<file path="config.mk">
export PLATFORM = sky130hd
export DESIGN_NAME = cpsc_cell
export DESIGN_NICKNAME = d
export VERILOG_FILES = /design/src/hw/rtl/cpsc_pkg.sv /design/src/hw/rtl/cpsc_cell.sv
export SDC_FILE = /design/constraint.sdc
export NUM_CORES = 1
export LEC_CHECK = 0
export CORE_ASPECT_RATIO = 0.8
export CORE_UTILIZATION = 50
export CTS_CLUSTER_DIAMETER = 120
export DETAILED_ROUTE_END_ITERATION = 10
export DONT_BUFFER_PORTS = 1
export PLACE_DENSITY = 0.72
export SLEW_MARGIN = 20
export SYNTH_ARGS = -nofsm -noshare
export SYNTH_HDL_FRONTEND = slang
export SYNTH_SLANG_ARGS = --single-unit
</file>
<file path="constraint.sdc">
create_clock -name clock -period 7 [get_ports clock]
set_clock_uncertainty 0.15 [all_clocks]
set_input_delay 0.35 -clock clock [delete_from_list [all_inputs] [get_ports clock]]
set_output_delay 0.35 -clock clock [all_outputs]
set_load 0.01 [all_outputs]
</file>
<file path="src/hw/rtl/cpsc_pkg.sv">
// ----------------------------------------------------------------------------
// cpsc_pkg : shared definitions for the complex phase scaler
// Widths, CORDIC arctangent table, inverse gain, register codes and the
// data and tag structures that travel along the cell chains.
// ----------------------------------------------------------------------------
package cpsc_pkg;

   localparam int SAMPLE_WIDTH    = 16;
   localparam int CORDIC_STAGES   = 16;
   localparam int RATIO_FRAC_BITS = 16;

   localparam int NUM_STAGES  = (CORDIC_STAGES > 32) ? 32 : CORDIC_STAGES;
   localparam int STAGE_IDX_W = (NUM_STAGES > 1) ? $clog2(NUM_STAGES) : 1;

   localparam int GUARD     = 36 - SAMPLE_WIDTH;
   localparam int XY_W      = SAMPLE_WIDTH + GUARD + 4;
   localparam int PHASE_W   = 32;
   localparam int Z_W       = PHASE_W + 2;
   localparam int RATIO_W   = 32;
   localparam int OUT_W     = SAMPLE_WIDTH + 2;
   localparam int GAIN_BITS = 24;
   localparam int GAIN_W    = GAIN_BITS + 1;
   localparam int SAT_W     = 48;

   localparam int REQ_TDATA_W = ((2 * SAMPLE_WIDTH + 7) / 8) * 8;
   localparam int RSP_TDATA_W = ((2 * OUT_W + 7) / 8) * 8;
   localparam int CSR_INDEX_W = 1;
   localparam int CSR_DATA_W  = 32;

   localparam logic signed [Z_W-1:0] Z_QUARTER = Z_W'(1) <<< (PHASE_W - 2);

   localparam logic [RATIO_W-1:0] RATIO_RESET = RATIO_W'(2) << RATIO_FRAC_BITS;
   localparam logic               MODE_RESET  = 1'b1;

   localparam logic signed [SAT_W-1:0] OUT_MAX = SAT_W'((2 ** (OUT_W - 1)) - 1);
   localparam logic signed [SAT_W-1:0] OUT_MIN = SAT_W'(-(2 ** (OUT_W - 1)));

   typedef enum logic [CSR_INDEX_W-1:0] {
      REG_PHASE_RATIO  = 1'b0,
      REG_COMPLEX_MODE = 1'b1
   } csr_reg_type;

   // atan(2^-i) as a fraction of a turn, 2^32 units per turn
   localparam logic [PHASE_W-1:0] ATAN_TURNS [0:31] = '{
      32'h20000000, 32'h12E4051E, 32'h09FB385B, 32'h051111D4,
      32'h028B0D43, 32'h0145D7E1, 32'h00A2F61E, 32'h00517C55,
      32'h0028BE53, 32'h00145F2F, 32'h000A2F98, 32'h000517CC,
      32'h00028BE6, 32'h000145F3, 32'h0000A2FA, 32'h0000517D,
      32'h000028BE, 32'h0000145F, 32'h00000A30, 32'h00000518,
      32'h0000028C, 32'h00000146, 32'h000000A3, 32'h00000051,
      32'h00000029, 32'h00000014, 32'h0000000A, 32'h00000005,
      32'h00000003, 32'h00000001, 32'h00000001, 32'h00000000
   };

   // Inverse gain of both passes after n stages, 2^24 = unity
   localparam logic [GAIN_W-1:0] INV_GAIN [0:32] = '{
      25'd16777216, 25'd8388608, 25'd6710887, 25'd6316129,
      25'd6218958,  25'd6194760, 25'd6188717, 25'd6187207,
      25'd6186830,  25'd6186736, 25'd6186713, 25'd6186708,
      25'd6186707,  25'd6186707, 25'd6186707, 25'd6186707,
      25'd6186707,  25'd6186707, 25'd6186707, 25'd6186707,
      25'd6186707,  25'd6186707, 25'd6186707, 25'd6186707,
      25'd6186707,  25'd6186707, 25'd6186707, 25'd6186707,
      25'd6186707,  25'd6186707, 25'd6186707, 25'd6186707,
      25'd6186707
   };

   localparam logic [GAIN_W-1:0] INV_GAIN_N = INV_GAIN[NUM_STAGES];

   typedef struct packed {
      logic signed [XY_W-1:0] x;
      logic signed [XY_W-1:0] y;
      logic signed [Z_W-1:0]  z;
   } cordic_type;

   typedef struct packed {
      logic                           cmode;
      logic signed [SAMPLE_WIDTH-1:0] re;
   } tag_type;

   function automatic logic [OUT_W-1:0] sat_out(input logic signed [SAT_W-1:0] v);
      logic [OUT_W-1:0] r;
      if (v > OUT_MAX) begin
         r = OUT_MAX[OUT_W-1:0];
      end else if (v < OUT_MIN) begin
         r = OUT_MIN[OUT_W-1:0];
      end else begin
         r = v[OUT_W-1:0];
      end
      return r;
   endfunction

endpackage

</file>
<file path="src/hw/rtl/cpsc_cell.sv">
// ----------------------------------------------------------------------------
// cpsc_cell : one CORDIC micro-rotation
// Registered stage; vectoring steers y to zero, rotation steers z to zero.
// ----------------------------------------------------------------------------
module cpsc_cell (
   input  logic                                      clock,
   input  logic                                      reset,
   input  logic                                      en,
   input  logic                                      rotate,
   input  logic [cpsc_pkg::STAGE_IDX_W-1:0]          shift,
   input  logic [cpsc_pkg::PHASE_W-1:0]              angle,
   input  logic                                      in_valid,
   input  cpsc_pkg::tag_type                         in_tag,
   input  cpsc_pkg::cordic_type                      in_data,
   output logic                                      out_valid,
   output cpsc_pkg::tag_type                         out_tag,
   output cpsc_pkg::cordic_type                      out_data
);

   logic signed [cpsc_pkg::XY_W-1:0] xi, yi, dx, dy;
   logic signed [cpsc_pkg::Z_W-1:0]  zi, ang;
   logic                             cw;
   cpsc_pkg::cordic_type             step;

   logic                 valid_ff;
   cpsc_pkg::tag_type    tag_ff;
   cpsc_pkg::cordic_type data_ff;

   always_comb begin
      xi  = in_data.x;
      yi  = in_data.y;
      zi  = in_data.z;
      dx  = yi >>> shift;
      dy  = xi >>> shift;
      ang = $signed({{(cpsc_pkg::Z_W - cpsc_pkg::PHASE_W){1'b0}}, angle});
      // vectoring with y >= 0 and rotation with z < 0 turn the same way
      cw  = rotate ? zi[cpsc_pkg::Z_W-1] : ~yi[cpsc_pkg::XY_W-1];
      if (cw) begin
         step.x = xi + dx;
         step.y = yi - dy;
         step.z = zi + ang;
      end else begin
         step.x = xi - dx;
         step.y = yi + dy;
         step.z = zi - ang;
      end
   end

   always_ff @(posedge clock) begin
      if (reset) begin
         valid_ff <= 1'b0;
      end else if (en) begin
         valid_ff <= in_valid;
      end
   end

   always_ff @(posedge clock) begin
      if (en) begin
         tag_ff  <= in_tag;
         data_ff <= step;
      end
   end

   assign out_valid = valid_ff;
   assign out_tag   = tag_ff;
   assign out_data  = data_ff;

endmodule

</file>
After elaboration in Yosys (flattened, before gate mapping)

Cells that the tools add are included.

Register bits after elaboration: 132
Bits of input ports: 172
Output and inout bits: 132
Word-level logic and storage cells: 17

Add/sub/neg operators: 6
Shift operators: 2
Mux-type cells: 2
Bitwise gates (word level): 1

Operators with widths:

| cell                         | count |
|---|---|
| two-way mux 114 bit          | 1 |
| adder 40 bit                 | 2 |
| >>> shifter 40 x 4 -> 40 bit | 2 |
| subtractor 40 bit            | 2 |
| adder 34 x 33 -> 34 bit      | 1 |
| subtractor 34 x 33 -> 34 bit | 1 |
| two-way mux 1 bit            | 1 |
| NOT 1 bit                    | 1 |

Logic depth before layout (Yosys ltp)

Word-level depth: 3
Gate-level depth with buffers: 30
Gate-level depth less buffers: 23

Worst setup path before layout

Ideal clock, no wire load.

Path kind: input -> register
Start point: in shift[2] (netlist name)
End point: reg data_ff (netlist bit out_data[113]) (data pin)
Setup time: 0.263 ns
Arrival time: 5.959 ns
Required time: 6.587 ns
Path slack: 0.628 ns
Cell stages on the path: 28
Path buffers: 9
Cell sequence: buf_2 > buf_2 > buf_2 > buf_1 > buf_1 > clkbuf_1 > clkbuf_1 > clkbuf_1 > a31o_2 > ha_1 > inv_1 > a2111o_1 > or4_4 > buf_6 > o211ai_1 > o211ai_1 > o21ai_0 > o21ai_0 > ha_1 > inv_1 > nor2_1 > a31oi_1 > o21a_1 > o21ai_0 > o21ai_0 > nand3_1 > a311oi_1 > xnor2_1

RTL lines:

| item                   | line            | text |
|---|---|---|
| start: declaration     | cpsc_cell.sv:10 | `input logic [cpsc_pkg::STAGE_IDX_W-1:0] shift,` |
| end signal: assignment | cpsc_cell.sv:60 | `data_ff <= step;` |
| end: declaration       | cpsc_cell.sv:27 | `cpsc_pkg::cordic_type data_ff;` |

==> summary.txt <==
Outcome
  • Status: finished, final reports clean

STA
  • Fmax: 172 MHz
  • RSZ-0062 raised after global routing: false
  • Endpoints failing setup: 0
  • Setup_tns: 0 ns
  • Final Critical Period: 5.82 ns
  • Worst Setup Slack, final: 1.18 ns
  • Fin. Hold Viols: 0
  • Max Slew Vio Count: 0
  • Final hold slack: 0.0177 ns
  • Final period utilization: 83.1%
  • Slew margin rel.: 40.3%
  • Slew @ Worst Pin: 0.894 ns

GRT
  • Global-route usage over all layers: 29.0%
  • Total grt overflow: 0
  • Global-route wire length before repair: 79,400 um
  • Largest net degree at the start of global routing: 132
  • Number of global-route vias before repair: 14,166
  • Antenna violations before repair: 2

Yosys
  • Mapped cell area: 0.0170 mm^2
  • Post-synth EDFFs: 131
  • YS warnings: 0
  • Top cells by count, synth: nand2_1, a21oi_1, nor2_1, edfxtp_1, xnor2_1
  • Share of flip-flops with an asynchronous set or reset: 0%
  • Avg Inst Size Synth: 9.16 um^2
  • Count leader, synth: nand2_1
  • Largest cells by area after synthesis: edfxtp_1, mux4_2, ha_1, xnor2_1, a21oi_1
  • Ys flop type: edfxtp_1
  • Area leader, netlist: edfxtp_1
  • Post-Syn Nets: 2,148
  • Synth cell types: 92
  • Seq/Total Area, Yosys: 23.3%
  • Top cell type's share of synthesized area: 23.1%
  • Cells after synthesis: 1,856
  • Synth Register Bits: 132

Worst setup path
  • Worst flop-to-flop path startpoint: out_valid
  • CP startpoint: shift[1]
  • Req. time, crit path: 7.08 ns
  • CP max FO: 90
  • Path length in cells of the critical path: 21
  • CP cell instances: mux4_1 -> mux2_2 -> a221o_1 -> inv_1 -> ha_1 -> a21boi_1 -> and4_1 -> nor2b_1 -> nor3_1 -> a21oi_1 -> o21ai_0 -> ha_1 -> a21o_1 -> a211oi_1 -> and4_1 -> nand3_1 -> nand3_1 -> a21oi_1 -> o21ai_0 -> or4b_2 -> o311ai_0
  • CP top delay family: compound AO/OA/AOI/OAI gates
  • Setup Crit Path Kind: in2reg
  • CP Buf/Inv Count: 1
  • Slowest CP cell: mux4_1
  • Crit path capture: out_data[71]
  • Worst EP arrival: 5.90 ns
  • Max incr delay on CP: 0.61 ns
  • Reg2reg setup slack: 5.59 ns
  • Crit end category: flip-flop
  • Startpoint types: input pin
  • Reg2reg path depth: 3
  • R2r endpoint: out_valid

Clock network
  • Clock H-tree levels: 4
  • TritonCTS Buffers: 17
  • Worst-case clock buffer depth: 2
  • Clock slew at reported path FFs: 0.07 ns
  • CTS sink cnt: 132
  • CTS tree: done
  • Post-cts resize count: 0
  • Root Buffer: clkbuf_16
  • Clock latency on the worst-skew pair: 0.44 ns

Detailed routing
  • Vias per Instance: 6.58
  • Pre-antenna DRT Iters: 6
  • Post-detailed-route wirelength per cell: 22.7 um
  • Vias post-DR: 14,970
  • # DRC: 0
  • Drt total wl: 51,500 um
  • Initial detailed-routing violation count: 1,961
  • DRT antenna net count: 0

Finish
  • Multi-input gate area: 0.0124 mm^2
  • Synth-to-Final Area Change: 6.11%
  • Share of cells above drive strength 1: 10.2%
  • FF/Latch Area: 0.00395 mm^2
  • Nets: 2,117
  • Final non-filler cell total: 2,275
  • FILL cells: 2,976

Placement
  • HPWL Detailed: 38,100 um
  • Placed instance count: 2,216
  • Worst slack, placed: 0.811 ns
  • # port buffers: 0
  • Final GP Congestion: 0.950

Power
  • Design Power: 0.00422 W
  • Leakage: 6.89 nW
  • Pwr/cell area: 234 mW/mm^2
  • VDD IR-drop max: 0.000151 V

Floorplan
  • Cell Rows: 60
  • Die Height: 167 um
  • Core footprint: 0.0336 mm^2
  • # IOs: 304
  • Initial Utilization: 50.7%
  • Die area: 0.0347 mm^2
  • Die span in x: 208 um

Run
  • Max cap viols: 0

Worst hold path
  • Class of the worst hold path: in2reg
[worst min path at each step]
stage | startpoint | to | slack, ns | depth (start not counted)
after floorplan | reset | out_valid | 0.27 | 1
after global placement | reset | out_valid | 0.27 | 1
after detailed placement | reset | out_valid | 0.28 | 1
after CTS | in_data[75] | out_data[75] | 0.003 | 1
after global routing | in_data[75] | out_data[75] | 0.001 | 1
final | in_data[75] | out_data[75] | 0.02 | 1
[area by class of cell]
class	count	area share [%]
diodes	3	0.0416
clock buffers	17	2.36
clock inverters	15	0.985
inverters	59	1.23
multi-input cells	1585	68.8
flip-flops and latches	132	21.9
well taps	434	3.01
repair buffers	30	1.68
[metrics by stage]
stage,util (%),area (um^2)
floorplan,-,17000
CTS,53.7,18000
global placement,51.2,17200
global route,53.7,18000
finish,53.8,18000
detailed placement,51.2,17200
[repair_timing]
| action | in CTS | in global routing |
|---|---|---|
| buffers inserted | 0 | 0 |
| hold endpoints to repair | 152 | 0 |
| hold buffers | 24 | 0 |
[placed cells by master, fill, tap and decap left out, types with 21 or more instances in the layout]
| master | count |
|---|---|
| nor3_1 | 41 |
| a211oi_1 | 23 |
| xor2_1 | 71 |
| nand2b_1 | 21 |
| inv_1 | 55 |
| nand2_1 | 173 |
| edfxtp_1 | 131 |
| dlygate4sd3_1 | 23 |
| ha_1 | 117 |
| mux4_2 | 78 |
| nor2b_1 | 26 |
| xnor2_1 | 122 |
| a21oi_1 | 171 |
| nor2_1 | 156 |
| a31oi_1 | 30 |
| o21ai_0 | 107 |
| nand3_1 | 38 |
| o21a_1 | 24 |
| mux2i_1 | 54 |
| mux2_2 | 37 |
| a21o_1 | 32 |
[power by group]
group / switching, W / total, W / leakage (nW) / internal, W
Clock: 0.000435 / 0.000949 / 0.298 / 0.000514
Combinational: 0.00105 / 0.00187 / 5.30 / 0.000822
Sequential: 0.000208 / 0.00140 / 1.29 / 0.00119
[cells by family (layout without fill, tap and decap cells)]
| logic type | after synthesis | in the layout | share of synthesized area, % |
|---|---|---|---|
| and+or+nand+nor | 550 | 550 | 15.6 |
| buffers and inverters | 139 | 121 | 3.83 |
| other | 0 | 3 | 0 |
| DFF | 132 | 132 | 23.3 |
| muxes | 187 | 187 | 18.6 |
| xor gates and xnor gates | 193 | 193 | 9.94 |
| adders and majority gates | 120 | 120 | 8.96 |
| AOI/OAI and AO/OA | 535 | 535 | 19.8 |
[sequential cells by signal (all words and copies together) (netlist names)]
register	flops
out_tag	17
out_valid	1
out_data	114
[metal layers]
layer | track usage (%) | part of all wire (%) | vias up
met5 | 0 | 0.025 | -
met4 | 6.18 | 1.4 | 2
met3 | 9.37 | 11 | 66
met2 | 45.0 | 44 | 753
met1 | 39.5 | 44 | 7111
li1 | - | - | 7038
Note: power is estimated with default switching activity, not from simulation.
