[src/hw/rtl/cpsc_pkg.sv]
// ----------------------------------------------------------------------------
// cpsc_pkg : shared definitions for the complex phase scaler
// Widths, CORDIC arctangent table, inverse gain, register codes and the
// data and tag structures that travel along the cell chains.
// ----------------------------------------------------------------------------
package cpsc_pkg;

   localparam int SAMPLE_WIDTH    = 16;
   localparam int CORDIC_STAGES   = 16;
   localparam int RATIO_FRAC_BITS = 16;

   localparam int NUM_STAGES  = (CORDIC_STAGES > 32) ? 32 : CORDIC_STAGES;
   localparam int STAGE_IDX_W = (NUM_STAGES > 1) ? $clog2(NUM_STAGES) : 1;

   localparam int GUARD     = 36 - SAMPLE_WIDTH;
   localparam int XY_W      = SAMPLE_WIDTH + GUARD + 4;
   localparam int PHASE_W   = 32;
   localparam int Z_W       = PHASE_W + 2;
   localparam int RATIO_W   = 32;
   localparam int OUT_W     = SAMPLE_WIDTH + 2;
   localparam int GAIN_BITS = 24;
   localparam int GAIN_W    = GAIN_BITS + 1;
   localparam int SAT_W     = 48;

   localparam int REQ_TDATA_W = ((2 * SAMPLE_WIDTH + 7) / 8) * 8;
   localparam int RSP_TDATA_W = ((2 * OUT_W + 7) / 8) * 8;
   localparam int CSR_INDEX_W = 1;
   localparam int CSR_DATA_W  = 32;

   localparam logic signed [Z_W-1:0] Z_QUARTER = Z_W'(1) <<< (PHASE_W - 2);

   localparam logic [RATIO_W-1:0] RATIO_RESET = RATIO_W'(2) << RATIO_FRAC_BITS;
   localparam logic               MODE_RESET  = 1'b1;

   localparam logic signed [SAT_W-1:0] OUT_MAX = SAT_W'((2 ** (OUT_W - 1)) - 1);
   localparam logic signed [SAT_W-1:0] OUT_MIN = SAT_W'(-(2 ** (OUT_W - 1)));

   typedef enum logic [CSR_INDEX_W-1:0] {
      REG_PHASE_RATIO  = 1'b0,
      REG_COMPLEX_MODE = 1'b1
   } csr_reg_type;

   // atan(2^-i) as a fraction of a turn, 2^32 units per turn
   localparam logic [PHASE_W-1:0] ATAN_TURNS [0:31] = '{
      32'h20000000, 32'h12E4051E, 32'h09FB385B, 32'h051111D4,
      32'h028B0D43, 32'h0145D7E1, 32'h00A2F61E, 32'h00517C55,
      32'h0028BE53, 32'h00145F2F, 32'h000A2F98, 32'h000517CC,
      32'h00028BE6, 32'h000145F3, 32'h0000A2FA, 32'h0000517D,
      32'h000028BE, 32'h0000145F, 32'h00000A30, 32'h00000518,
      32'h0000028C, 32'h00000146, 32'h000000A3, 32'h00000051,
      32'h00000029, 32'h00000014, 32'h0000000A, 32'h00000005,
      32'h00000003, 32'h00000001, 32'h00000001, 32'h00000000
   };

   // Inverse gain of both passes after n stages, 2^24 = unity
   localparam logic [GAIN_W-1:0] INV_GAIN [0:32] = '{
      25'd16777216, 25'd8388608, 25'd6710887, 25'd6316129,
      25'd6218958,  25'd6194760, 25'd6188717, 25'd6187207,
      25'd6186830,  25'd6186736, 25'd6186713, 25'd6186708,
      25'd6186707,  25'd6186707, 25'd6186707, 25'd6186707,
      25'd6186707,  25'd6186707, 25'd6186707, 25'd6186707,
      25'd6186707,  25'd6186707, 25'd6186707, 25'd6186707,
      25'd6186707,  25'd6186707, 25'd6186707, 25'd6186707,
      25'd6186707,  25'd6186707, 25'd6186707, 25'd6186707,
      25'd6186707
   };

   localparam logic [GAIN_W-1:0] INV_GAIN_N = INV_GAIN[NUM_STAGES];

   typedef struct packed {
      logic signed [XY_W-1:0] x;
      logic signed [XY_W-1:0] y;
      logic signed [Z_W-1:0]  z;
   } cordic_type;

   typedef struct packed {
      logic                           cmode;
      logic signed [SAMPLE_WIDTH-1:0] re;
   } tag_type;

   function automatic logic [OUT_W-1:0] sat_out(input logic signed [SAT_W-1:0] v);
      logic [OUT_W-1:0] r;
      if (v > OUT_MAX) begin
         r = OUT_MAX[OUT_W-1:0];
      end else if (v < OUT_MIN) begin
         r = OUT_MIN[OUT_W-1:0];
      end else begin
         r = v[OUT_W-1:0];
      end
      return r;
   endfunction

endpackage

[src/hw/rtl/cpsc_phase.sv]
// ----------------------------------------------------------------------------
// cpsc_phase : phase scaling between the two CORDIC chains
// Multiplies the phase by the ratio modulo one turn, then folds the result
// into +-1/4 turn, negating the magnitude where a half turn is removed.
// ----------------------------------------------------------------------------
module cpsc_phase (
   input  logic                                 clock,
   input  logic                                 reset,
   input  logic                                 en,
   input  logic signed [cpsc_pkg::RATIO_W-1:0]  ratio,
   input  logic                                 in_valid,
   input  cpsc_pkg::tag_type                    in_tag,
   input  cpsc_pkg::cordic_type                 in_data,
   output logic                                 out_valid,
   output cpsc_pkg::tag_type                    out_tag,
   output cpsc_pkg::cordic_type                 out_data
);

   localparam int F     = cpsc_pkg::RATIO_FRAC_BITS;
   localparam int LO_W  = cpsc_pkg::Z_W + F + 1;
   localparam int HI_W  = cpsc_pkg::Z_W + cpsc_pkg::RATIO_W - F;
   localparam int SUM_W = F + cpsc_pkg::PHASE_W;
   localparam logic [SUM_W-1:0] ROUND = SUM_W'(1) << (F - 1);

   logic signed [cpsc_pkg::Z_W-1:0]  zi;
   logic signed [HI_W-1:0]           hi_full;
   logic [SUM_W-1:0]                 psum;
   logic [cpsc_pkg::PHASE_W-1:0]     q, qf;
   cpsc_pkg::cordic_type             folded;

   // first stage: partial products
   logic                             p1_valid_ff;
   cpsc_pkg::tag_type                p1_tag_ff;
   logic signed [cpsc_pkg::XY_W-1:0] p1_x_ff;
   logic signed [LO_W-1:0]           p1_lo_ff;
   logic [cpsc_pkg::PHASE_W-1:0]     p1_hi_ff;

   // second stage: folded rotation start
   logic                             p2_valid_ff;
   cpsc_pkg::tag_type                p2_tag_ff;
   cpsc_pkg::cordic_type             p2_data_ff;

   always_comb begin
      zi      = in_data.z;
      hi_full = zi * $signed(ratio[cpsc_pkg::RATIO_W-1:F]);
   end

   always_ff @(posedge clock) begin
      if (reset) begin
         p1_valid_ff <= 1'b0;
         p2_valid_ff <= 1'b0;
      end else if (en) begin
         p1_valid_ff <= in_valid;
         p2_valid_ff <= p1_valid_ff;
      end
   end

   always_ff @(posedge clock) begin
      if (en) begin
         p1_tag_ff  <= in_tag;
         p1_x_ff    <= in_data.x;
         p1_lo_ff   <= zi * $signed({1'b0, ratio[F-1:0]});
         p1_hi_ff   <= hi_full[cpsc_pkg::PHASE_W-1:0];
         p2_tag_ff  <= p1_tag_ff;
         p2_data_ff <= folded;
      end
   end

   always_comb begin
      // only the low turn bits of the product matter
      psum = p1_lo_ff[SUM_W-1:0] + {p1_hi_ff, {F{1'b0}}} + ROUND;
      q    = psum[SUM_W-1:F];
      qf   = q;
      folded.x = p1_x_ff;
      folded.y = '0;
      if (q[cpsc_pkg::PHASE_W-1] ^ q[cpsc_pkg::PHASE_W-2]) begin
         folded.x = -p1_x_ff;
         qf       = {~q[cpsc_pkg::PHASE_W-1], q[cpsc_pkg::PHASE_W-2:0]};
      end
      folded.z = $signed({{(cpsc_pkg::Z_W - cpsc_pkg::PHASE_W){qf[cpsc_pkg::PHASE_W-1]}}, qf});
   end

   assign out_valid = p2_valid_ff;
   assign out_tag   = p2_tag_ff;
   assign out_data  = p2_data_ff;

endmodule

[config.mk]
export PLATFORM = sky130hd
export DESIGN_NAME = cpsc_phase
export DESIGN_NICKNAME = d
export VERILOG_FILES = /design/src/hw/rtl/cpsc_pkg.sv /design/src/hw/rtl/cpsc_phase.sv
export SDC_FILE = /design/constraint.sdc
export NUM_CORES = 2
export LEC_CHECK = 0
export BUFFER_PORTS_ARGS = -buffer_cell sky130_fd_sc_hd__buf_2
export CORE_UTILIZATION = 50
export DETAILED_ROUTE_END_ITERATION = 16
export GPL_TIMING_DRIVEN = 0
export HOLD_SLACK_MARGIN = 0.12
export PLACE_DENSITY = 0.73
export SETUP_SLACK_MARGIN = 0.2
export SYNTH_ARGS = -nofsm -noshare
export SYNTH_HDL_FRONTEND = slang
export SYNTH_SLANG_ARGS = --single-unit
[constraint.sdc]
create_clock -name clock -period 9.2 [get_ports clock]
set_input_delay 0.46 -clock clock [delete_from_list [all_inputs] [get_ports clock]]
set_output_delay 0.46 -clock clock [all_outputs]
set_load 0.01 [all_outputs]
======== After elaboration in Yosys (flattened, before gate mapping) ========
Index checks and enable logic that the tools add are counted.
word-level totals
  memory bits (read-only) ................. 0
  memories kept ........................... 0
  output and inout port bits .............. 132
  input port bits ......................... 167
  memory bits (writable) .................. 0
  logic and storage cells ................. 20
  latch bits .............................. 0
  register bits after elaboration ......... 228
cells by class
  bitwise operators ....................... 2
  shift operators ......................... 0
  $mul .................................... 2
  order comparisons ....................... 0
  div/mod/pow operators ................... 0
  add/subtract/negate cells ............... 3
  reductions and logical operators ........ 0
  equality and inequality tests ........... 0
  mux-type cells .......................... 2
operator list
  operator                count
  $add 48x16->48 const B  1
  $add 48x48->48          1
  $mul 34x17->48          1
  $mux 40                 1
  $neg 40->40             1
  $mul 34x16->32          1
  $mux 32                 1
  $not 1->1               1
  $xor 1x1->1             1

======== Depth between registers and ports, before layout ========
  word-level depth ........................ 4
  mapped depth ............................ 26
  gate-level depth less buffers ........... 24

======== Worst setup path before layout ========
Ideal clock, no wire load.
  kind .................................... input-to-reg
  start ................................... in ratio[19] (netlist name)
  end ..................................... reg p1_hi_ff[30] (netlist name), data pin
  data required time ...................... 8,935 ps
  data arrival time ....................... 6,697 ps
  slack ................................... 2,237 ps
  setup time .............................. 265 ps
  stages .................................. 22
  buffers on the path ..................... 2
  cell sequence ........................... clkbuf_1 clkbuf_1 nand2_1 fa_1 fa_1 fa_1 fa_1 inv_1 fa_1 fa_1 ha_1 a21o_1 a21o_1 a21oi_1 o21ai_0 a21o_1 a221oi_1 nand2_1 a221oi_1 o2111ai_1 nor3b_1 or3_1
between the ends
  word-level cells in the longest chain between the ends .. 1
RTL lines
  what                    line              source
  start: declaration      cpsc_phase.sv:10  input logic signed [cpsc_pkg::RATIO_W-1:0] ratio,
  $mul 34x16->32          cpsc_phase.sv:45  hi_full = zi * $signed(ratio[cpsc_pkg::RATIO_W-1:F]);
  named net hi_full[30]   cpsc_phase.sv:26  logic signed [HI_W-1:0] hi_full;
  end signal: assignment  cpsc_phase.sv:63  p1_hi_ff <= hi_full[cpsc_pkg::PHASE_W-1:0];
  end: declaration        cpsc_phase.sv:36  logic [cpsc_pkg::PHASE_W-1:0] p1_hi_ff;
The timed path passes the listed nets, and every way through them passes these cells.
A chain may end at the register's enable or synchronous reset.

======== Final worst setup path ========
  start ................................... in ratio[9] (netlist name)
  end ..................................... reg p1_lo_ff[47], data pin
between the ends
  word-level cells in the longest chain between the ends .. 1
RTL lines
  what                    line              source
  $mul 34x17->48          cpsc_phase.sv:62  p1_lo_ff <= zi * $signed({1'b0, ratio[F-1:0]});
  end signal: assignment  cpsc_phase.sv:62
  end: declaration        cpsc_phase.sv:35  logic signed [LO_W-1:0] p1_lo_ff;
No other way between the ends.

==> impl_results.md <==
- Status: finished, final reports clean
- First-pass GRT wire length: 171000 um
- Final HPWL DP: 90000 um
- Synth cell count leaders: inv_1, fa_1, nand2_1
- Vert. Die Dim: 280 um
- Via count: 28600
- CP Launch Type: primary input
- Die X: around 280 um
- Asr flop ratio synth: 0
- Max-cap viol count: 0
- Number of setup violations in the final report: 0
- Largest family of logic cells by synthesized area: adder cells
- Critical path class: in -> reg
- Netlist cell types: 63
- Layout Nets: around 5500
- Maximum operating frequency: about 110 MHz
- Number of global-route vias before repair: roughly 30000
- Number of synthesized flops with an enable pin: 210
- Filler cells: roughly 6700
- Main area contributors after synthesis: fa_1, edfxtp_1, inv_1
- Final WL: ~110000 um
- Die area: just under 80000 um^2
- #FFs+latches synth: roughly 210
- Core ar.: 76100 um^2
- Final Cycle Share: 0.960
- Cell taking the most area after synthesis: fa_1
- Via density: 5.31
- Clock Skews: 21.8 ps
- Min Tclk post-route: just under 9000 ps
- Slew Limit Fails: 0
- H-tree depth: 1
- Area share of fa/ha/maj cells after synthesis: 0.492
- Register area share after synthesis: 0.165
- Top-count cell post-synth: inv_1
- Syn_area_per_cell: approximately 9.6 um^2
- Layout Area Growth over Synthesis: 10.1%
- Mapped Cells: approximately 4000
- Layout cells sized above 1: 0.0702
- IO Count: 299
- Critical Path Sink Type: register
- Routed Antenna Nets: 0
- Synth top area share: 0.416
- RSZ-0062 raised after global routing: no
- CTS Buffer Depth: 3
- Mux cell area share after synthesis: 0.000779
- Postcts setup bufs: 0
- Starting Density: 0.507
- Setup TNS: 0 ps
- Drt pass-1 iters: 6
- Rel. slew slack: 0.319
- Ys Warns: 0
- CP max FO: 10
- Row count: 101
- Clock Tree Root: clkbuf_16
- DRT iter0 DRCs: about 2300
- Total global-route track usage: 0.292
- Drt drc: 0
- Number of failing hold endpoints at the final stage: 0
- CTS Sinks: approximately 210
- Top FF cell, synth: edfxtp_1
- TritonCTS buffer count: 24
- Initial antenna violation count: 15
- Worst-path clk slew: roughly 60 ps
- GPL Wtd Cong: between 1 and 1.5
- Total gr overflow: 0
- Post-Synth Simple-Gate Area: 0.143
- PortBufs: about 210
- Hold Crit Class: in -> reg
- Largest net degree at the start of global routing: approximately 120
- Synth Area in Compound Gates: 0.0400
- Routed WL per cell: between 20 and 25 um
- Arrival @ worst endpoint: between 9000 and 10000 ps
- CP Data Required Time: approximately 9500 ps
- Final instance area: 42400 um^2
- Worst Tran Pin Value: 1020 ps
- Placed inst area: roughly 40000 um^2
- Post-Syn Area: between 30000 and 40000 um^2
- Latest clock arrival within the worst-skew pair: between 500 and 600 ps
- TritonCTS clock tree: yes
- XOR/XNOR Fraction of Synth Area: 0.0360
[final timing paths]
kind	from	slack, ps	to	depth (start not counted)
max	ratio[9]	370	p1_lo_ff[47]	23
min	in_valid	160	p1_valid_ff	3
max reg2reg	p1_lo_ff[21]	4390	out_data[103]	13
min reg2reg	p1_tag_ff[1]	410	out_tag[1]	0
[logic make-up after synthesis]
family | after synthesis
DFF | 212
other | 1
and+or+nand+nor | 1141
adders and majority gates | 1036
AOI/OAI and AO/OA | 238
muxes | 3
xor gates and xnor gates | 157
buffers and inverters | 1219
[cell type report]
class,instances,area [um^2],area share
Antenna cell,6,15.0,0.000354
Buffer,218,983,0.0232
Clock buffer,27,612,0.0144
Clock inverter,16,140,0.00330
Inverter,1001,3760,0.0886
Multi-Input combinational cell,2615,27600,0.651
Sequential cell,212,6350,0.150
Tap cell,1030,1290,0.0304
Timing Repair Buffer,270,1670,0.0395
[layer usage]
| layer | vias to the layer above | share of wire | track usage |
|---|---|---|---|
| met2 | 1621 | 0.45 | 0.469 |
| met1 | 14200 | 0.38 | 0.377 |
| met5 | - | 0.00053 | 0 |
| met4 | 8 | 0.048 | 0.115 |
| li1 | 12400 | - | - |
| met3 | 372 | 0.12 | 0.0755 |
[critical path, cell delays in order]
cell and delay, ps:
clkbuf_1 700, clkbuf_1 740, nand2_1 170, fa_1 550
inv_1 50, fa_1 480, fa_1 580, fa_1 450
fa_1 520, inv_1 50, fa_1 470, inv_1 80
ha_1 370, a211o_1 380, o41ai_2 600, nor2_1 190
o21ai_0 650, a31oi_1 330, a31oi_1 450, a21oi_1 180
a21o_1 230, a21oi_1 170, xnor2_1 260
[flip-flops by register name (all words and copies together), names as in the netlist]
| register | count |
|---|---|
| out_data | 71 |
| p1_lo_ff | 33 |
| p1_x_ff | 40 |
| out_valid | 1 |
| p1_tag_ff | 17 |
| out_tag | 17 |
| p1_hi_ff | 32 |
| p1_valid_ff | 1 |
[through the flow]
stage | setup WS, ps | util | hold WS (ps) | cells
2_1_floorplan | 2240 | - | 400 | 4046
3_3_place_gp | -169 | 0.539 | 401 | 5287
3_5_place_dp | -174 | 0.540 | 405 | 5288
4_1_cts | 378 | 0.557 | 143 | 5389
5_1_grt | 340 | 0.558 | 177 | 5390
6_report | 367 | 0.558 | 160 | 5395
[layout by cell type, fill, tap and decap left out, types with 11 or more instances in the layout]
| cell type | Yosys | layout |
|---|---|---|
| xor2_1 | 31 | 31 |
| buf_4 | 43 | 43 |
| a21oi_1 | 65 | 65 |
| a21o_1 | 31 | 31 |
| o21a_1 | 17 | 17 |
| conb_1 | 1 | 40 |
| nor2_1 | 66 | 66 |
| and3_1 | 11 | 11 |
| fa_1 | 800 | 800 |
| clkbuf_16 | 0 | 24 |
| ha_1 | 236 | 236 |
| clkbuf_1 | 171 | 174 |
| buf_2 | 3 | 213 |
| xnor2_1 | 125 | 125 |
| o31ai_1 | 11 | 11 |
| o21ai_0 | 49 | 49 |
| dlygate4sd3_1 | 0 | 58 |
| inv_1 | 1001 | 1001 |
| nand3_1 | 23 | 23 |
| nand2b_1 | 16 | 16 |
| o21bai_1 | 12 | 12 |
| and2_1 | 385 | 385 |
| nand2_1 | 578 | 578 |
| edfxtp_1 | 210 | 210 |
| nor3_1 | 21 | 21 |
[what timing repair did]
item	in CTS	in global routing
hold buffers	58	0
hold endpoints to repair	59	0
setup endpoints to repair	0	5
gates resized for setup	0	1
Power is left out: the tool's default activity adds up to more than one toggle a clock period on the data nets, which glitch-free logic cannot reach.
