===== src/hw/rtl/cpsc_pkg.sv =====
// ----------------------------------------------------------------------------
// cpsc_pkg : shared definitions for the complex phase scaler
// Widths, CORDIC arctangent table, inverse gain, register codes and the
// data and tag structures that travel along the cell chains.
// ----------------------------------------------------------------------------
package cpsc_pkg;

   localparam int SAMPLE_WIDTH    = 16;
   localparam int CORDIC_STAGES   = 16;
   localparam int RATIO_FRAC_BITS = 16;

   localparam int NUM_STAGES  = (CORDIC_STAGES > 32) ? 32 : CORDIC_STAGES;
   localparam int STAGE_IDX_W = (NUM_STAGES > 1) ? $clog2(NUM_STAGES) : 1;

   localparam int GUARD     = 36 - SAMPLE_WIDTH;
   localparam int XY_W      = SAMPLE_WIDTH + GUARD + 4;
   localparam int PHASE_W   = 32;
   localparam int Z_W       = PHASE_W + 2;
   localparam int RATIO_W   = 32;
   localparam int OUT_W     = SAMPLE_WIDTH + 2;
   localparam int GAIN_BITS = 24;
   localparam int GAIN_W    = GAIN_BITS + 1;
   localparam int SAT_W     = 48;

   localparam int REQ_TDATA_W = ((2 * SAMPLE_WIDTH + 7) / 8) * 8;
   localparam int RSP_TDATA_W = ((2 * OUT_W + 7) / 8) * 8;
   localparam int CSR_INDEX_W = 1;
   localparam int CSR_DATA_W  = 32;

   localparam logic signed [Z_W-1:0] Z_QUARTER = Z_W'(1) <<< (PHASE_W - 2);

   localparam logic [RATIO_W-1:0] RATIO_RESET = RATIO_W'(2) << RATIO_FRAC_BITS;
   localparam logic               MODE_RESET  = 1'b1;

   localparam logic signed [SAT_W-1:0] OUT_MAX = SAT_W'((2 ** (OUT_W - 1)) - 1);
   localparam logic signed [SAT_W-1:0] OUT_MIN = SAT_W'(-(2 ** (OUT_W - 1)));

   typedef enum logic [CSR_INDEX_W-1:0] {
      REG_PHASE_RATIO  = 1'b0,
      REG_COMPLEX_MODE = 1'b1
   } csr_reg_type;

   // atan(2^-i) as a fraction of a turn, 2^32 units per turn
   localparam logic [PHASE_W-1:0] ATAN_TURNS [0:31] = '{
      32'h20000000, 32'h12E4051E, 32'h09FB385B, 32'h051111D4,
      32'h028B0D43, 32'h0145D7E1, 32'h00A2F61E, 32'h00517C55,
      32'h0028BE53, 32'h00145F2F, 32'h000A2F98, 32'h000517CC,
      32'h00028BE6, 32'h000145F3, 32'h0000A2FA, 32'h0000517D,
      32'h000028BE, 32'h0000145F, 32'h00000A30, 32'h00000518,
      32'h0000028C, 32'h00000146, 32'h000000A3, 32'h00000051,
      32'h00000029, 32'h00000014, 32'h0000000A, 32'h00000005,
      32'h00000003, 32'h00000001, 32'h00000001, 32'h00000000
   };

   // Inverse gain of both passes after n stages, 2^24 = unity
   localparam logic [GAIN_W-1:0] INV_GAIN [0:32] = '{
      25'd16777216, 25'd8388608, 25'd6710887, 25'd6316129,
      25'd6218958,  25'd6194760, 25'd6188717, 25'd6187207,
      25'd6186830,  25'd6186736, 25'd6186713, 25'd6186708,
      25'd6186707,  25'd6186707, 25'd6186707, 25'd6186707,
      25'd6186707,  25'd6186707, 25'd6186707, 25'd6186707,
      25'd6186707,  25'd6186707, 25'd6186707, 25'd6186707,
      25'd6186707,  25'd6186707, 25'd6186707, 25'd6186707,
      25'd6186707,  25'd6186707, 25'd6186707, 25'd6186707,
      25'd6186707
   };

   localparam logic [GAIN_W-1:0] INV_GAIN_N = INV_GAIN[NUM_STAGES];

   typedef struct packed {
      logic signed [XY_W-1:0] x;
      logic signed [XY_W-1:0] y;
      logic signed [Z_W-1:0]  z;
   } cordic_type;

   typedef struct packed {
      logic                           cmode;
      logic signed [SAMPLE_WIDTH-1:0] re;
   } tag_type;

   function automatic logic [OUT_W-1:0] sat_out(input logic signed [SAT_W-1:0] v);
      logic [OUT_W-1:0] r;
      if (v > OUT_MAX) begin
         r = OUT_MAX[OUT_W-1:0];
      end else if (v < OUT_MIN) begin
         r = OUT_MIN[OUT_W-1:0];
      end else begin
         r = v[OUT_W-1:0];
      end
      return r;
   endfunction

endpackage


===== src/hw/rtl/cpsc_post.sv =====
// ----------------------------------------------------------------------------
// cpsc_post : gain correction, real-mode scaling and output buffering
// Removes the CORDIC gain, rounds and saturates, and holds results in an
// output register with a skid stage so the pipeline can keep moving.
// ----------------------------------------------------------------------------
module cpsc_post (
   input  logic                                    clock,
   input  logic                                    reset,
   input  logic signed [cpsc_pkg::RATIO_W-1:0]     ratio,
   input  logic                                    in_valid,
   input  cpsc_pkg::tag_type                       in_tag,
   input  cpsc_pkg::cordic_type                    in_data,
   output logic                                    advance,
   output logic                                    rsp_tvalid,
   input  logic                                    rsp_tready,
   output logic [cpsc_pkg::RSP_TDATA_W-1:0]        rsp_tdata
);

   localparam int GLO_W     = cpsc_pkg::GAIN_W - cpsc_pkg::GAIN_W / 2;
   localparam int GHI_W     = cpsc_pkg::GAIN_W - GLO_W;
   localparam int XLO_W     = cpsc_pkg::XY_W + GLO_W + 1;
   localparam int XHI_W     = cpsc_pkg::XY_W + GHI_W + 1;
   localparam int XSUM_W    = cpsc_pkg::XY_W + cpsc_pkg::GAIN_W + 1;
   localparam int OUT_SHIFT = cpsc_pkg::GAIN_BITS + cpsc_pkg::GUARD;
   localparam int REAL_W    = cpsc_pkg::SAMPLE_WIDTH + cpsc_pkg::RATIO_W;
   localparam int F         = cpsc_pkg::RATIO_FRAC_BITS;
   localparam int PAD_W     = cpsc_pkg::RSP_TDATA_W - 2 * cpsc_pkg::OUT_W;

   localparam logic signed [XSUM_W-1:0] XSUM_ROUND = XSUM_W'(1) <<< (OUT_SHIFT - 1);
   localparam logic signed [REAL_W-1:0] REAL_ROUND = REAL_W'(1) <<< (F - 1);
   localparam logic [GLO_W-1:0] GAIN_LO = cpsc_pkg::INV_GAIN_N[GLO_W-1:0];
   localparam logic [GHI_W-1:0] GAIN_HI = cpsc_pkg::INV_GAIN_N[cpsc_pkg::GAIN_W-1:GLO_W];

   logic signed [cpsc_pkg::XY_W-1:0] xi, yi;

   logic                     a_valid_ff;
   logic                     a_mode_ff;
   logic signed [XLO_W-1:0]  xlo_ff, ylo_ff;
   logic signed [XHI_W-1:0]  xhi_ff, yhi_ff;
   logic signed [REAL_W-1:0] real_ff;

   logic signed [XSUM_W-1:0] xsum, ysum, xsh, ysh;
   logic signed [REAL_W-1:0] rsum, rsh;
   logic [cpsc_pkg::OUT_W-1:0] res_re, res_im;
   logic [cpsc_pkg::RSP_TDATA_W-1:0] word;
   logic push, take;

   logic rsp_valid_ff, rsp_valid_in;
   logic skid_valid_ff, skid_valid_in;
   logic [cpsc_pkg::RSP_TDATA_W-1:0] rsp_data_ff, rsp_data_in;
   logic [cpsc_pkg::RSP_TDATA_W-1:0] skid_data_ff, skid_data_in;

   assign advance = ~skid_valid_ff;
   assign xi      = in_data.x;
   assign yi      = in_data.y;

   // multiply stage
   always_ff @(posedge clock) begin
      if (reset) begin
         a_valid_ff <= 1'b0;
      end else if (advance) begin
         a_valid_ff <= in_valid;
      end
   end

   always_ff @(posedge clock) begin
      if (advance) begin
         a_mode_ff <= in_tag.cmode;
         xlo_ff    <= xi * $signed({1'b0, GAIN_LO});
         xhi_ff    <= xi * $signed({1'b0, GAIN_HI});
         ylo_ff    <= yi * $signed({1'b0, GAIN_LO});
         yhi_ff    <= yi * $signed({1'b0, GAIN_HI});
         real_ff   <= in_tag.re * ratio;
      end
   end

   // sum, round half up, saturate
   always_comb begin
      xsum   = (XSUM_W'(xhi_ff) <<< GLO_W) + XSUM_W'(xlo_ff) + XSUM_ROUND;
      ysum   = (XSUM_W'(yhi_ff) <<< GLO_W) + XSUM_W'(ylo_ff) + XSUM_ROUND;
      xsh    = xsum >>> OUT_SHIFT;
      ysh    = ysum >>> OUT_SHIFT;
      rsum   = real_ff + REAL_ROUND;
      rsh    = rsum >>> F;
      if (a_mode_ff) begin
         res_re = cpsc_pkg::sat_out(xsh[cpsc_pkg::SAT_W-1:0]);
         res_im = cpsc_pkg::sat_out(ysh[cpsc_pkg::SAT_W-1:0]);
      end else begin
         res_re = cpsc_pkg::sat_out(cpsc_pkg::SAT_W'(rsh));
         res_im = '0;
      end
      word = {{PAD_W{1'b0}}, res_im, res_re};
   end

   // output register with skid stage
   always_comb begin
      push          = advance & a_valid_ff;
      take          = ~rsp_valid_ff | rsp_tready;
      rsp_valid_in  = rsp_valid_ff;
      rsp_data_in   = rsp_data_ff;
      skid_valid_in = skid_valid_ff;
      skid_data_in  = skid_data_ff;
      if (skid_valid_ff) begin
         if (rsp_tready) begin
            rsp_valid_in  = 1'b1;
            rsp_data_in   = skid_data_ff;
            skid_valid_in = 1'b0;
         end
      end else if (take) begin
         rsp_valid_in = push;
         rsp_data_in  = word;
      end else if (push) begin
         skid_valid_in = 1'b1;
         skid_data_in  = word;
      end
   end

   always_ff @(posedge clock) begin
      if (reset) begin
         rsp_valid_ff  <= 1'b0;
         skid_valid_ff <= 1'b0;
      end else begin
         rsp_valid_ff  <= rsp_valid_in;
         skid_valid_ff <= skid_valid_in;
      end
   end

   always_ff @(posedge clock) begin
      rsp_data_ff  <= rsp_data_in;
      skid_data_ff <= skid_data_in;
   end

   assign rsp_tvalid = rsp_valid_ff;
   assign rsp_tdata  = rsp_data_ff;

endmodule


===== config.mk =====
export PLATFORM = sky130hd
export DESIGN_NAME = cpsc_post
export DESIGN_NICKNAME = d
export VERILOG_FILES = /design/src/hw/rtl/cpsc_pkg.sv /design/src/hw/rtl/cpsc_post.sv
export SDC_FILE = /design/constraint.sdc
export NUM_CORES = 2
export LEC_CHECK = 0
export ABC_AREA = 1
export BUFFER_PORTS_ARGS = -buffer_cell sky130_fd_sc_hd__buf_2
export CORE_MARGIN = 1.5
export CORE_UTILIZATION = 45
export CTS_CLUSTER_DIAMETER = 150
export DETAILED_ROUTE_END_ITERATION = 10
export GPL_ROUTABILITY_DRIVEN = 0
export PLACE_DENSITY_LB_ADDON = 0.05
export SETUP_SLACK_MARGIN = 0.15
export SLEW_MARGIN = 10
export SYNTH_ARGS = -nofsm -noshare
export SYNTH_HDL_FRONTEND = slang
export SYNTH_SLANG_ARGS = --single-unit

===== constraint.sdc =====
create_clock -name clock -period 6.55 [get_ports clock]
set_input_delay 0 -clock clock [delete_from_list [all_inputs] [get_ports clock]]
set_output_delay 0 -clock clock [all_outputs]
set_load 0.05 [all_outputs]

After elaboration in Yosys (flattened, before gate mapping)
Index checks and enable logic that the tools add are counted.

storage, ports and cells
  bits in latches = 0
  memories = 0
  bits in read-only memories = 0
  word-level logic and storage cells = 54
  register bits after elaboration = 338
  RAM bits = 0

cells by class
  equal/unequal tests = 1
  reductions and logical operators = 3
  divide/modulo/power cells = 0
  bitwise operators = 5
  multiplexer cells = 18
  shift-type cells = 0
  magnitude comparators = 6
  multipliers = 5
  $add $sub $neg = 5

operator list
  kind                                                   number
  two-way mux 18 bit                                     8
  adder 66 x 45 -> 66 bit (second input constant)        2
  adder 66 x 52 -> 66 bit                                2
  two-way mux 40 bit                                     3
  multiplier 40 x 12 -> 52 bit (second input constant)   2
  multiplier 40 x 11 -> 51 bit (second input constant)   2
  adder 48 x 17 -> 48 bit (second input constant)        1
  multiplier 16 x 32 -> 48 bit                           1
  > comparator 22 x 18 -> 1 bit (second input constant)  2
  < comparator 22 x 18 -> 1 bit (second input constant)  2
  > comparator 32 x 18 -> 1 bit (second input constant)  1
  < comparator 32 x 18 -> 1 bit (second input constant)  1
  two-way mux 1 bit                                      7
  NOT 1 bit                                              3
  AND reduction 3 bit                                    1
  != test 2 bit (second input constant)                  1
  AND reduction 2 bit                                    1
  nonzero test 2 bit                                     1
  AND 1 bit                                              1
  OR 1 bit                                               1

Logic depth before layout (Yosys ltp)
  depth after elaboration = 8
  mapped depth = 27

Worst setup path before layout
No wires, ideal clock.

  path type = in2reg
  start point = in ratio[21] (netlist bit)
  end point = reg real_ff[31], data pin
  path slack = 1.121 ns
  required time = 6.291 ns
  cell stages on the path = 22
  arrival = 5.170 ns
  cells stage by stage = clkbuf_1 -> clkbuf_1 -> nand2_1 -> fa_1 -> fa_1 -> fa_1 -> inv_1 -> fa_1 -> fa_1 -> inv_1 -> fa_1 -> inv_1 -> ha_1 -> a21oi_1 -> inv_1 -> a31oi_1 -> o21ai_0 -> a31o_2 -> a21oi_1 -> inv_1 -> a21oi_1 -> xnor2_1

on the way
  word-level cells in the longest chain between the ends = 1

ends and longest elaborated chain
  element                       line             text
  from (decl)                   cpsc_post.sv:9   input logic signed [cpsc_pkg::RATIO_W-1:0] ratio,
  multiplier 16 x 32 -> 48 bit  cpsc_post.sv:73  real_ff <= in_tag.re * ratio;
  to (signal assigned)          cpsc_post.sv:73
  to (decl)                     cpsc_post.sv:40  logic signed [REAL_W-1:0] real_ff;

Every way passes these cells.
A chain may end at the register's enable or synchronous reset.

Worst setup path in the final report
  start point = in in_data[74] (netlist bit)
  end point = reg xhi_ff[47], data pin

on the way
  word-level cells in the longest chain between the ends = 1

ends and longest elaborated chain
  element                       line             text
  from (decl)                   cpsc_post.sv:12  input cpsc_pkg::cordic_type in_data,
  multiplier 40 x 11 -> 51 bit  cpsc_post.sv:70  xhi_ff <= xi * $signed({1'b0, GAIN_HI});
  to (signal assigned)          cpsc_post.sv:70
  to (decl)                     cpsc_post.sv:39  logic signed [XHI_W-1:0] xhi_ff, yhi_ff;

Every way passes these cells.

==> flow_results.xml <==
<?xml version="1.0" encoding="UTF-8"?>
<metrics>
  <group name="critical_path">
    <metric name="timing.rr.end" unit="">rsp_tdata[28]</metric>
    <metric name="worst-endpoint-arrival" unit="ns">5.95</metric>
    <metric name="crit_path_start_kind" unit="">input pin</metric>
    <metric name="worst-setup-path-type" unit="">input pin to flop</metric>
    <metric name="critical_path.cell_chain" unit="">dlygate4sd3_1 -&gt; buf_2 -&gt; fa_1 -&gt; ha_1 -&gt; fa_1 -&gt; fa_1 -&gt; inv_1 -&gt; fa_1 -&gt; inv_1 -&gt; ha_1 -&gt; nand2_1 -&gt; o21ai_0 -&gt; nand2_1 -&gt; nand3_1 -&gt; a21oi_1 -&gt; o21ai_0 -&gt; nand3_1 -&gt; o21ai_0 -&gt; nand3_1 -&gt; nand3_1 -&gt; nand2_1</metric>
    <metric name="crit_path_end" unit="">xhi_ff[47]</metric>
    <metric name="critical_path_peak_fanout" unit="">8</metric>
    <metric name="crit_slowest_cell" unit="">sky130_fd_sc_hd__o21ai_0</metric>
    <metric name="critical_path_cell_count" unit="">21</metric>
    <metric name="critPathLaunch" unit="">in_data[74]</metric>
    <metric name="worst_path_largest_cell_delay" unit="ns">0.72</metric>
    <metric name="timing.rr.start" unit="">ylo_ff[51]</metric>
    <metric name="regToRegSetupSlack" unit="ns">2.37</metric>
    <metric name="r2r_cells" unit="">18</metric>
    <metric name="timing.critical_path.to_type" unit="">flop</metric>
    <metric name="worst-endpoint-required" unit="ns">6.87</metric>
    <metric name="critPathBufInv" unit="">4</metric>
    <metric name="cpLargestDelayFamily" unit="">adder cells</metric>
  </group>
  <group name="logic_synthesis">
    <metric name="synth_edf_count" unit="">286</metric>
    <metric name="yosys_warnings" unit="">0</metric>
    <metric name="seq_area_frac_synth" unit="%">12.0</metric>
    <metric name="post_synth_inst_count" unit="">8625</metric>
    <metric name="yosys_most_used_dff" unit="">sky130_fd_sc_hd__edfxtp_1</metric>
    <metric name="netlist-cell-type-count" unit="">56</metric>
    <metric name="synth-async-reset-ratio" unit="%">0</metric>
    <metric name="syn_area_per_cell" unit="sq um">8.37</metric>
    <metric name="synth-seq-cells" unit="">289</metric>
    <metric name="synth_area" unit="sq um">72200</metric>
  </group>
  <group name="flow_run">
    <metric name="cap_violations" unit="">0</metric>
  </group>
  <group name="cts">
    <metric name="clk_path_buf_depth" unit="">3</metric>
    <metric name="tritoncts_clock_tree" unit="">built</metric>
    <metric name="path_clk_slew" unit="ns">0.06</metric>
    <metric name="postCtsSetupRepairBufs" unit="">0</metric>
    <metric name="cts-buffers-inserted" unit="">36</metric>
    <metric name="clk-insertion-delay-late" unit="ns">0.57</metric>
    <metric name="cts.htree.levels" unit="">2</metric>
    <metric name="ctsHoldBuffers" unit="">7</metric>
    <metric name="clock_tree.root_cell" unit="">sky130_fd_sc_hd__clkbuf_16</metric>
    <metric name="post_cts.resized_instances" unit="">0</metric>
    <metric name="cts_sinks" unit="">289</metric>
  </group>
  <group name="detailed_routing">
    <metric name="first_pass_iters" unit="">6</metric>
    <metric name="drt-wirelength-per-cell" unit="um">17.8</metric>
    <metric name="vias_per_cell" unit="">5.05</metric>
    <metric name="met3_wirelength" unit="um">8330</metric>
    <metric name="met1_length" unit="um">93000</metric>
    <metric name="detail-route-antenna-nets" unit="">0</metric>
    <metric name="drc_viols" unit="">0</metric>
    <metric name="routed-wl-met2" unit="um">89800</metric>
    <metric name="highest-signal-layer" unit="">met4</metric>
    <metric name="drt_first_iter_violations" unit="">3348</metric>
    <metric name="drt_wl_total" unit="um">193000</metric>
    <metric name="route.vias.total" unit="">54800</metric>
  </group>
  <group name="grt">
    <metric name="number_of_global_route_vias_before_repair" unit="">57800</metric>
    <metric name="global_route_wire_length_before_repair" unit="um">315000</metric>
    <metric name="groute.usage.overall" unit="%">24.4</metric>
    <metric name="grt_max_degree" unit="">153</metric>
    <metric name="grt_antenna_before_repair" unit="">4</metric>
    <metric name="gr-total-overflow" unit="">0</metric>
  </group>
  <group name="finish">
    <metric name="final_layout_size_suffix_gt1_share" unit="%">3.53</metric>
    <metric name="area_growth_syn_to_layout" unit="%">6.16</metric>
    <metric name="fillers" unit="">15800</metric>
    <metric name="nets" unit="">11100</metric>
  </group>
  <group name="sta">
    <metric name="timing.fmax" unit="MHz">178</metric>
    <metric name="worst_pin_slew" unit="ns">1.18</metric>
    <metric name="setup_total_negative_slack" unit="ns">0</metric>
    <metric name="final-setup-viol-count" unit="">0</metric>
    <metric name="period_share" unit="%">86.0</metric>
    <metric name="timing_max_transition_violations_final" unit="">0</metric>
    <metric name="final_hold_viol_count" unit="">0</metric>
    <metric name="finalClockSkew" unit="ns">0.0213</metric>
    <metric name="fin_worst_hold_slack" unit="ns">0.126</metric>
    <metric name="min_period" unit="ns">5.63</metric>
    <metric name="rsz0062_at_grt" unit="">no</metric>
    <metric name="slew_headroom" unit="%">20.7</metric>
  </group>
  <group name="min_path">
    <metric name="worst_hold_path_type" unit="">input pin to flop</metric>
    <metric name="hold_path.startpoint" unit="">in_data[75]</metric>
  </group>
  <group name="die">
    <metric name="die_w" unit="um">404</metric>
    <metric name="design.portCount" unit="">209</metric>
    <metric name="placementRows" unit="">146</metric>
    <metric name="floorplan.initialDensity" unit="%">45.4</metric>
    <metric name="die_h" unit="um">404</metric>
    <metric name="design.core.area" unit="sq um">159000</metric>
    <metric name="die_area" unit="sq um">163000</metric>
  </group>
  <group name="place">
    <metric name="dpl.hpwl" unit="um">171000</metric>
    <metric name="placement.io_buffers" unit="">170</metric>
  </group>
  <group name="status">
    <metric name="status" unit="">finished, final reports clean</metric>
  </group>
</metrics>
Yosys cell counts (13+ instances only):
library cell	instances	area share, %
sky130_fd_sc_hd__clkbuf_1	117	0.61
sky130_fd_sc_hd__a21oi_1	455	3.2
sky130_fd_sc_hd__inv_1	2298	12
sky130_fd_sc_hd__a31oi_1	57	0.49
sky130_fd_sc_hd__edfxtp_1	286	12
sky130_fd_sc_hd__o21bai_1	36	0.37
sky130_fd_sc_hd__nor4_1	13	0.11
sky130_fd_sc_hd__xor2_1	185	2.2
sky130_fd_sc_hd__or2_2	14	0.12
sky130_fd_sc_hd__ha_1	918	16
sky130_fd_sc_hd__and2_1	22	0.19
sky130_fd_sc_hd__fa_1	1257	35
sky130_fd_sc_hd__nand3_1	201	1.4
sky130_fd_sc_hd__xnor2_1	93	1.1
sky130_fd_sc_hd__o21ai_0	222	1.5
sky130_fd_sc_hd__nand4_1	37	0.32
sky130_fd_sc_hd__nor2_1	571	3.0
sky130_fd_sc_hd__a21o_1	20	0.21
sky130_fd_sc_hd__nand2_1	1595	8.3
sky130_fd_sc_hd__o21a_1	36	0.37
sky130_fd_sc_hd__nor3_1	64	0.44
sequential cells by signal, summed over array words and instances, names as in the netlist:
| register | count |
|---|---|
| a_mode_ff | 1 |
| a_valid_ff | 1 |
| real_ff | 33 |
| rsp_tdata | 36 |
| rsp_tvalid | 1 |
| skid_data_ff | 36 |
| skid_valid_ff | 1 |
| xhi_ff | 47 |
| xlo_ff | 43 |
| yhi_ff | 47 |
| ylo_ff | 43 |
routing by layer:
metal	GRT usage [%]	vias up
li1	-	26500
met1	35.8	27000
met2	40.3	1147
met3	1.95	155
met4	3.30	0
met5	0	-
cell families after synthesis:
| logic type | after synthesis | share of synthesized area (%) |
|---|---|---|
| AOI/OAI and AO/OA | 899 | 6.96 |
| xor gates and xnor gates | 278 | 3.37 |
| adders and majority gates | 2175 | 50.8 |
| buffers and inverters | 2433 | 12.7 |
| DFF | 289 | 12.0 |
| other | 1 | 0.00519 |
| and+or+nand+nor | 2550 | 14.2 |
worst min path at each step:
stage,cells past startpoint,endpoint,slack [ns]
after floorplan,1,skid_valid_ff,0.07
after global placement,2,skid_valid_ff,0.19
after CTS,2,xlo_ff[1],0.13
after global routing,2,xlo_ff[1],0.14
after detailed placement,2,skid_valid_ff,0.19
final,2,xlo_ff[1],0.13
placed cells by master, fill, tap and decap left out, drive strengths merged, types with 13 or more instances in the layout:
master,count
o21bai,36
edfxtp,286
buf,207
clkinv,14
clkbuf,42
xnor2,93
a21o,20
a31oi,57
o21a,36
nor3,69
or2,14
xor2,185
ha,918
inv,2305
a21oi,458
nand4,38
nor2,576
o21ai,229
nand3,205
and2,22
nor4,13
nand2,1601
fa,1257
through the flow:
stage | util [%] | std cells | instance area, sq um | setup slack [ns]
after floorplan | - | 8628 | 72200 | 1.12
after detailed placement | 47.5 | 10800 | 75400 | 0.443
after global placement | 47.5 | 10800 | 75400 | 0.463
after CTS | 48.2 | 10800 | 76700 | 0.976
final | 48.2 | 10800 | 76700 | 0.919
after global routing | 48.2 | 10800 | 76700 | 0.599
final cells by class:
class	count	area [sq um]	area share [%]
multi-input combinational	5906	54400	71.0
sequential	289	8650	11.3
inverter	2300	8640	11.3
tap	2072	2590	3.38
timing repair buffer	214	1220	1.60
clock buffer	42	945	1.23
clock inverter	24	194	0.253
antenna	1	2.50	0.00326
Power is not shown: default switching activity piles up to over one toggle a cycle in this logic, so the estimate is an artifact.
